$ cat src/rtl/core/rdd_pkg.sv
// Package: shared types and constants for the reversible deque drain block.
`timescale 1ns / 1ps
`default_nettype none

package rdd_pkg;

	localparam int DEPTH  = 64;
	localparam int DATA_W = 32;
	localparam int ADDR_W = (DEPTH > 1) ? $clog2(DEPTH) : 1;
	localparam int PTR_W  = $clog2(DEPTH + 1);

	typedef enum logic [1:0] {
		REQ_PUSH    = 2'd0,
		REQ_REVERSE = 2'd1,
		REQ_DELETE  = 2'd2,
		REQ_EMIT    = 2'd3
	} req_kind_t;

	typedef struct packed {
		logic [1:0]               req_type;
		logic signed [DATA_W-1:0] value;
	} req_t;

	typedef struct packed {
		logic signed [DATA_W-1:0] value_res;
		logic                     is_last;
		logic                     is_error;
		logic                     is_empty;
	} res_t;

	// Port group from the controller to the element RAM.
	typedef struct packed {
		logic              we;
		logic [ADDR_W-1:0] waddr;
		logic [DATA_W-1:0] wdata;
		logic              re;
		logic [ADDR_W-1:0] raddr;
	} ram_req_t;

	// Flags of a result, which appears in the cycle after its drain read or emit.
	typedef struct packed {
		logic strobe;
		logic use_data;
		logic last;
		logic err;
		logic empty;
	} res_ctl_t;

endpackage

`default_nettype wire

$ cat src/rtl/core/rdd_ram.sv
// Generic single-port-write, single-port-read RAM with registered read data.
`timescale 1ns / 1ps
`default_nettype none

module rdd_ram #(
	parameter int WIDTH = 32,
	parameter int DEPTH = 64
) (
	input  wire logic                                    clk,
	input  wire logic                                    we,
	input  wire logic [$clog2(DEPTH > 1 ? DEPTH : 2)-1:0] waddr,
	input  wire logic [WIDTH-1:0]                        wdata,
	input  wire logic                                    re,
	input  wire logic [$clog2(DEPTH > 1 ? DEPTH : 2)-1:0] raddr,
	output logic      [WIDTH-1:0]                        rdata
);

	logic [WIDTH-1:0] mem_q [DEPTH];

	always_ff @(posedge clk) begin
		if (we) begin
			mem_q[waddr] <= wdata;
		end
		if (re) begin
			rdata <= mem_q[raddr];
		end
	end

endmodule

`default_nettype wire

$ cat src/rtl/core/rdd_ctrl.sv
// Controller: head/tail pointers, reverse and error flags, drain sequencer.
`timescale 1ns / 1ps
`default_nettype none

module rdd_ctrl (
	input  wire logic              clk,
	input  wire logic              arst_n,
	input  wire logic              start,
	input  wire rdd_pkg::req_t     req,
	output logic                   busy,
	output rdd_pkg::ram_req_t      ram_req,
	output rdd_pkg::res_ctl_t      res_ctl
);

	typedef enum logic [1:0] {
		ST_IDLE  = 2'b01,
		ST_DRAIN = 2'b10
	} state_t;

	state_t                    state_q;
	logic [rdd_pkg::PTR_W-1:0] head_q;
	logic [rdd_pkg::PTR_W-1:0] tail_q;
	logic                      rev_q;
	logic                      err_q;
	logic [rdd_pkg::PTR_W-1:0] cursor_q;
	logic [rdd_pkg::PTR_W-1:0] remain_q;
	logic                      drain_rev_q;
	rdd_pkg::res_ctl_t         res_s1;
	rdd_pkg::res_ctl_t         res_d;

	logic accept;
	logic is_empty;
	logic is_full;
	logic drain_rd;
	rdd_pkg::req_kind_t kind;

	assign busy     = (state_q == ST_DRAIN);
	assign accept   = start && !busy;
	assign kind     = rdd_pkg::req_kind_t'(req.req_type);
	assign is_empty = (head_q >= tail_q);
	assign is_full  = (tail_q == rdd_pkg::PTR_W'(rdd_pkg::DEPTH));
	assign drain_rd = (state_q == ST_DRAIN);

	always_comb begin
		ram_req.we    = accept && (kind == rdd_pkg::REQ_PUSH) && !err_q && !is_full;
		ram_req.waddr = tail_q[rdd_pkg::ADDR_W-1:0];
		ram_req.wdata = req.value;
		ram_req.re    = drain_rd;
		ram_req.raddr = cursor_q[rdd_pkg::ADDR_W-1:0];
	end

	// Flags of the result that leaves in the next cycle.
	always_comb begin
		res_d = '0;
		if (drain_rd) begin
			res_d.strobe   = 1'b1;
			res_d.use_data = 1'b1;
			res_d.last     = (remain_q == rdd_pkg::PTR_W'(1));
		end else if (accept && (kind == rdd_pkg::REQ_EMIT) && (err_q || is_empty)) begin
			res_d.strobe = 1'b1;
			res_d.last   = 1'b1;
			res_d.err    = err_q;
			res_d.empty  = !err_q;
		end
	end

	assign res_ctl = res_s1;

	always_ff @(posedge clk or negedge arst_n) begin
		if (!arst_n) begin
			state_q     <= ST_IDLE;
			head_q      <= '0;
			tail_q      <= '0;
			rev_q       <= 1'b0;
			err_q       <= 1'b0;
			cursor_q    <= '0;
			remain_q    <= '0;
			drain_rev_q <= 1'b0;
			res_s1      <= '0;
		end else begin
			res_s1 <= res_d;
			unique case (state_q)
				ST_IDLE: begin
					if (accept) begin
						unique case (kind)
							rdd_pkg::REQ_PUSH: begin
								if (!err_q) begin
									if (is_full) begin
										err_q <= 1'b1;
									end else begin
										tail_q <= tail_q + 1'b1;
									end
								end
							end
							rdd_pkg::REQ_REVERSE: begin
								if (!err_q) begin
									rev_q <= !rev_q;
								end
							end
							rdd_pkg::REQ_DELETE: begin
								if (!err_q) begin
									if (is_empty) begin
										err_q <= 1'b1;
									end else if (rev_q) begin
										tail_q <= tail_q - 1'b1;
									end else begin
										head_q <= head_q + 1'b1;
									end
								end
							end
							rdd_pkg::REQ_EMIT: begin
								// Snapshot the run, then clear for the next one.
								if (!err_q && !is_empty) begin
									state_q     <= ST_DRAIN;
									cursor_q    <= rev_q ? (tail_q - 1'b1) : head_q;
									remain_q    <= tail_q - head_q;
									drain_rev_q <= rev_q;
								end
								head_q <= '0;
								tail_q <= '0;
								rev_q  <= 1'b0;
								err_q  <= 1'b0;
							end
							default: ;
						endcase
					end
				end
				ST_DRAIN: begin
					cursor_q <= drain_rev_q ? (cursor_q - 1'b1) : (cursor_q + 1'b1);
					remain_q <= remain_q - 1'b1;
					if (remain_q == rdd_pkg::PTR_W'(1)) begin
						state_q <= ST_IDLE;
					end
				end
				default: state_q <= ST_IDLE;
			endcase
		end
	end

	a_write_only_idle: assert property (@(posedge clk) disable iff (!arst_n)
		ram_req.we |-> (state_q == ST_IDLE))
		else $error("element write during drain");

	a_drain_nonzero: assert property (@(posedge clk) disable iff (!arst_n)
		(state_q == ST_DRAIN) |-> (remain_q != '0))
		else $error("drain with nothing left");

	a_drain_ends: assert property (@(posedge clk) disable iff (!arst_n)
		((state_q == ST_DRAIN) && (remain_q == rdd_pkg::PTR_W'(1)))
		|=> (res_s1.strobe && res_s1.last && (state_q == ST_IDLE)))
		else $error("drain run did not end with a last result");

	a_ptr_order: assert property (@(posedge clk) disable iff (!arst_n)
		(head_q <= tail_q) && (tail_q <= rdd_pkg::PTR_W'(rdd_pkg::DEPTH)))
		else $error("pointer out of order");

endmodule

`default_nettype wire

$ cat src/rtl/core/reversible_deque_drain.sv
// Top level: deque with lazy reverse, element store in RAM, drain on emit.
//
// Push, reverse and delete commands may be given in every cycle while busy
// is low. An emit over n stored elements holds busy high while it makes one
// RAM read per cycle, and its n results follow one per cycle, each in the
// cycle after its read, the last marked by is_last. An emit
// after an error or on an empty buffer gives its single result in the next
// cycle and leaves busy low. Results are strobed for one cycle and cannot be
// held off by the receiver.
`timescale 1ns / 1ps
`default_nettype none

module reversible_deque_drain (
	input  wire logic          clk,
	input  wire logic          arst_n,
	input  wire logic          start,
	input  wire rdd_pkg::req_t req,
	output logic               busy,
	output logic               strobe,
	output rdd_pkg::res_t      res
);

	rdd_pkg::ram_req_t         ram_req;
	rdd_pkg::res_ctl_t         res_ctl;
	logic [rdd_pkg::DATA_W-1:0] rdata;

	rdd_ctrl u_ctrl (
		.clk     (clk),
		.arst_n  (arst_n),
		.start   (start),
		.req     (req),
		.busy    (busy),
		.ram_req (ram_req),
		.res_ctl (res_ctl)
	);

	rdd_ram #(
		.WIDTH (rdd_pkg::DATA_W),
		.DEPTH (rdd_pkg::DEPTH)
	) u_store (
		.clk   (clk),
		.we    (ram_req.we),
		.waddr (ram_req.waddr),
		.wdata (ram_req.wdata),
		.re    (ram_req.re),
		.raddr (ram_req.raddr),
		.rdata (rdata)
	);

	always_comb begin
		strobe        = res_ctl.strobe;
		res.value_res = res_ctl.use_data ? $signed(rdata) : '0;
		res.is_last   = res_ctl.last;
		res.is_error  = res_ctl.err;
		res.is_empty  = res_ctl.empty;
	end

endmodule

`default_nettype wire

$ cat config.mk
export PLATFORM = sky130hd
export DESIGN_NAME = reversible_deque_drain
export DESIGN_NICKNAME = d
export VERILOG_FILES = /design/src/rtl/core/rdd_pkg.sv /design/src/rtl/core/rdd_ram.sv /design/src/rtl/core/rdd_ctrl.sv /design/src/rtl/core/reversible_deque_drain.sv
export SDC_FILE = /design/constraint.sdc
export NUM_CORES = 2
export LEC_CHECK = 0
export ABC_AREA = 1
export BUFFER_PORTS_ARGS = -buffer_cell sky130_fd_sc_hd__buf_2
export CORE_AREA = 2 2 382 384
export CTS_CLUSTER_DIAMETER = 120
export DETAILED_ROUTE_END_ITERATION = 8
export DIE_AREA = 0 0 384 386
export PLACE_DENSITY = 0.72
export SYNTH_ARGS = -nofsm -noshare
export SYNTH_HDL_FRONTEND = slang
export SYNTH_SLANG_ARGS = --single-unit
$ cat constraint.sdc
create_clock -name clk -period 4.8 [get_ports clk]
set_input_delay 1.44 -clock clk [delete_from_list [all_inputs] [get_ports clk]]
set_output_delay 1.44 -clock clk [all_outputs]
set_load 0.01 [all_outputs]
==> flow_metrics.py <==
metrics = {
    "status": {
        "outcome": "finished with violations",
        "violations": "DRC",
    },
    "global_route": {
        "grtUsageTotal_pct": 32.7,
        "grt_pass1_wl_mm": 353,
        "antenna_found_initial": 6,
        "grt_max_degree": 130,
        "grt_pass1_vias": 53800,
        "grt_overflow": 0,
    },
    "die": {
        "die_area_um2": 148000,
        "die_x_um": 384,
        "std_cell_rows": 140,
        "pin_count": 74,
        "core_um2": 145000,
        "die_h_um": 386,
        "initial_core_util_pct": 59.4,
    },
    "logic_synthesis": {
        "synth_top_area_share_pct": 72.8,
        "ys_seq_area_share_pct": 73.8,
        "synth_edf_count": 2080,
        "ys_warn_count": 0,
        "yosysUniqueCellTypes": 32,
        "synthArstFlopShare_pct": 1.75,
        "yosysTopAreaCell": "edfxtp_1",
        "synth.avg_cell_area_um2": 11.8,
        "synth_nets": 7316,
        "post-synth-top-count-cell": "nand2_1",
        "synth_commonest_cells": "2426 x nand2_1, 2080 x edfxtp_1, 1936 x nand3_1",
        "syn_inst": 7260,
        "syn_area_um2": 85800,
        "synthTopCellsByArea": "edfxtp_1 73%, nand3_1 11%, nand2_1 11%",
        "ys_ff_latch": 2117,
        "ys.flop_type": "edfxtp_1",
    },
    "timing": {
        "fin_hold_ws_ns": 0.508,
        "tightest_slew_ns": 1.35,
        "rsz0062_at_grt": "no",
        "relSlewSlack_pct": 9.94,
        "setup_viol": 0,
        "maxSlewViolCount": 0,
        "min_period_ns": 3.77,
        "setup_tns_ns": 0,
        "finalClockSkew_ns": 0.0289,
        "hold_viol_final": 0,
        "timing.fmax_mhz": 265,
        "final_min_period_over_clock_period_pct": 78.6,
    },
    "worst_setup_path": {
        "cp.required_ns": 3.36,
        "crit_path_end_kind": "output port",
        "critical_path_class": "register to output port",
        "startpoint_type": "register",
        "cp-startpoint": "u_ctrl.res_ctl[3]",
        "timing.critical_path.arrival_ns": 2.33,
        "rr_startpoint": "u_ctrl.tail_q[4]",
        "crit_fanout": 24,
    },
    "placement": {
        "io_buffers": 73,
        "placed_cells": 8988,
        "gp_congestion": 0.959,
        "place_area_um2": 89000,
        "place_hpwl_mm": 142,
    },
    "detailed_routing": {
        "vias": 57900,
        "wl_met3_mm": 31.8,
        "drt_drc_violations_left": 2,
        "routed-wl-met2_mm": 109,
        "drtAntennaViolNets": 0,
        "drt_wl_total_mm": 243,
        "drtPass1Iterations": 8,
        "wl_per_cell_um": 25.9,
        "routed_via_density": 6.19,
        "met1Wirelength_mm": 91.2,
        "top_layer": "met5",
        "drtIter0Drc": 9276,
    },
    "power": {
        "finalPower_uw": 54000,
        "p_seq_share_pct": 39.2,
        "powerDensity_nw_per_um2": 565,
        "clkPwrFrac_pct": 29.4,
        "p_comb_share_pct": 31.4,
        "peakVddDrop_v": 0.000620,
        "sw_frac_of_total_pct": 36.7,
        "power_leakage_uw": 0.0344,
        "intPower_uw": 34200,
        "power_switching_uw": 19800,
    },
    "clocking": {
        "cts.sinks": 2117,
        "root_buffer": "clkbuf_16",
        "cts_tree": "yes",
        "path_clk_slew_ns": 0.06,
        "cts.repair.resized": 0,
        "ctsHoldBuffers": 0,
        "htreeDepth": 4,
        "insertion_delay_ns": 0.85,
        "cts_buffer_depth": 3,
        "postCtsSetupBuffers": 0,
        "cts_buffers": 201,
    },
    "final_layout": {
        "area_growth_pct": 11.4,
        "multiInputGateArea_um2": 20500,
        "fillers": 10200,
        "final_cells": 9361,
        "drive_above_1_share_pct": 8.59,
        "nets": 7330,
        "fin_area_um2": 95600,
        "ff_latch_area_um2": 63400,
    },
    "run": {
        "drv_cap": 0,
    },
    "hold_path": {
        "holdCritStartpoint": "u_ctrl.remain_q[6]",
        "min_path_type": "register to register",
    },
}
==> state kept, by name (all words and copies together) (netlist names) <==
| name | count |
|---|---|
| u_store.rdata | 32 |
| u_ctrl.tail_q | 7 |
| u_ctrl.state_q | 2 |
| u_ctrl.res_ctl | 5 |
| u_ctrl.cursor_q | 6 |
| u_ctrl.head_q | 7 |
| u_ctrl.rev_q | 1 |
| u_ctrl.err_q | 1 |
| u_ctrl.drain_rev_q | 1 |
| u_ctrl.remain_q | 7 |
| u_store.mem_q | 2048 |
==> logic make-up (layout without fill, tap and decap cells) <==
kind of cell             count (synthesis)  after routing  synth area share [%]
flip-flops                            2117           2117                  73.8
AND/OR/NAND/NOR                       4491           4491                  22.6
other                                    0              1                     0
buffers and inverters                  564            747                  2.86
AO/OA/AOI/OAI                           61             61                 0.367
adder cells (fa/ha/maj)                 19             19                 0.294
XOR/XNOR                                 8              8                0.0816
==> metal layers <==
| layer | up-vias | track usage [%] |
|---|---|---|
| li1 | 25700 | - |
| met2 | 3660 | 48.6 |
| met5 | - | 0 |
| met1 | 28000 | 45.7 |
| met3 | 511 | 9.41 |
| met4 | 2 | 13.6 |
==> worst paths after layout <==
| kind | cells past startpoint | end | slack, ns |
|---|---|---|---|
| max | 4 | res[28] | 1.03 |
| min | 2 | u_ctrl.remain_q[6] | 0.51 |
| max reg2reg | 8 | u_store.mem_q[0][10] | 1.23 |
| min reg2reg | 2 | u_ctrl.remain_q[6] | 0.51 |
| max in group asynchronous | 1 | u_ctrl.cursor_q[3] | 3.39 |
| min in group asynchronous | 1 | u_ctrl.res_ctl[0] | 0.73 |
==> power groups by stage <==
stage | Combinational (µW) | Clock (µW) | Sequential (µW)
3_5_place_dp | 16400 | 0 | 21500
3_3_place_gp | 16100 | 0 | 21500
4_1_cts | 16500 | 16000 | 21100
6_report | 17000 | 15900 | 21200
5_1_grt | 18200 | 16700 | 21200
2_1_floorplan | 10400 | 0 | 21200
==> cell type report <==
cell class,instances,share of cell area [%]
flip-flops and latches,2117,66.3
multi-input cells,4579,21.4
clock buffers,260,5.61
well taps,1917,2.51
repair buffers,274,2.44
clock inverters,112,1.27
inverters,101,0.425
diodes,1,0.00262
==> per-stage QoR <==
step                      util [%]  worst slack [ns]
final                         66.2              1.03
after global routing          66.2             0.988
after CTS                     66.2              1.05
after detailed placement      61.6             0.574
after global placement        61.6             0.581
after floorplan                  -          -0.00928
==> worst max-delay path: stages, from the launching register on <==
cell and delay (ns):
dfrtp_1 0.73, buf_4 0.38, nand2_1 0.18, inv_1 0.08, buf_2 0.12
==> placed cells by master (no fill, tap or decap), types with 2 or more instances in the layout <==
cell,n
nand2_1,2426
edfxtp_1,2080
nand3_1,1936
clkbuf_16,205
buf_4,186
inv_1,93
nor2_4,60
buf_2,55
clkbuf_1,52
clkinv_1,41
nor2_1,33
o21ai_0,33
buf_12,33
clkinv_2,32
dfrtp_1,31
a21oi_1,23
bufinv_16,22
ha_1,17
nor3_1,12
nand4_1,7
xor2_1,7
inv_6,5
nand3b_1,5
dfrtp_4,5
inv_2,4
nor3_2,4
clkinvlp_4,4
inv_8,3
inv_16,3
clkinv_8,3
clkbuf_8,3
or2_2,2
nor2_2,2
nand2_2,2
fa_1,2
clkinv_16,2
Note: power is estimated with default switching activity, not from simulation.
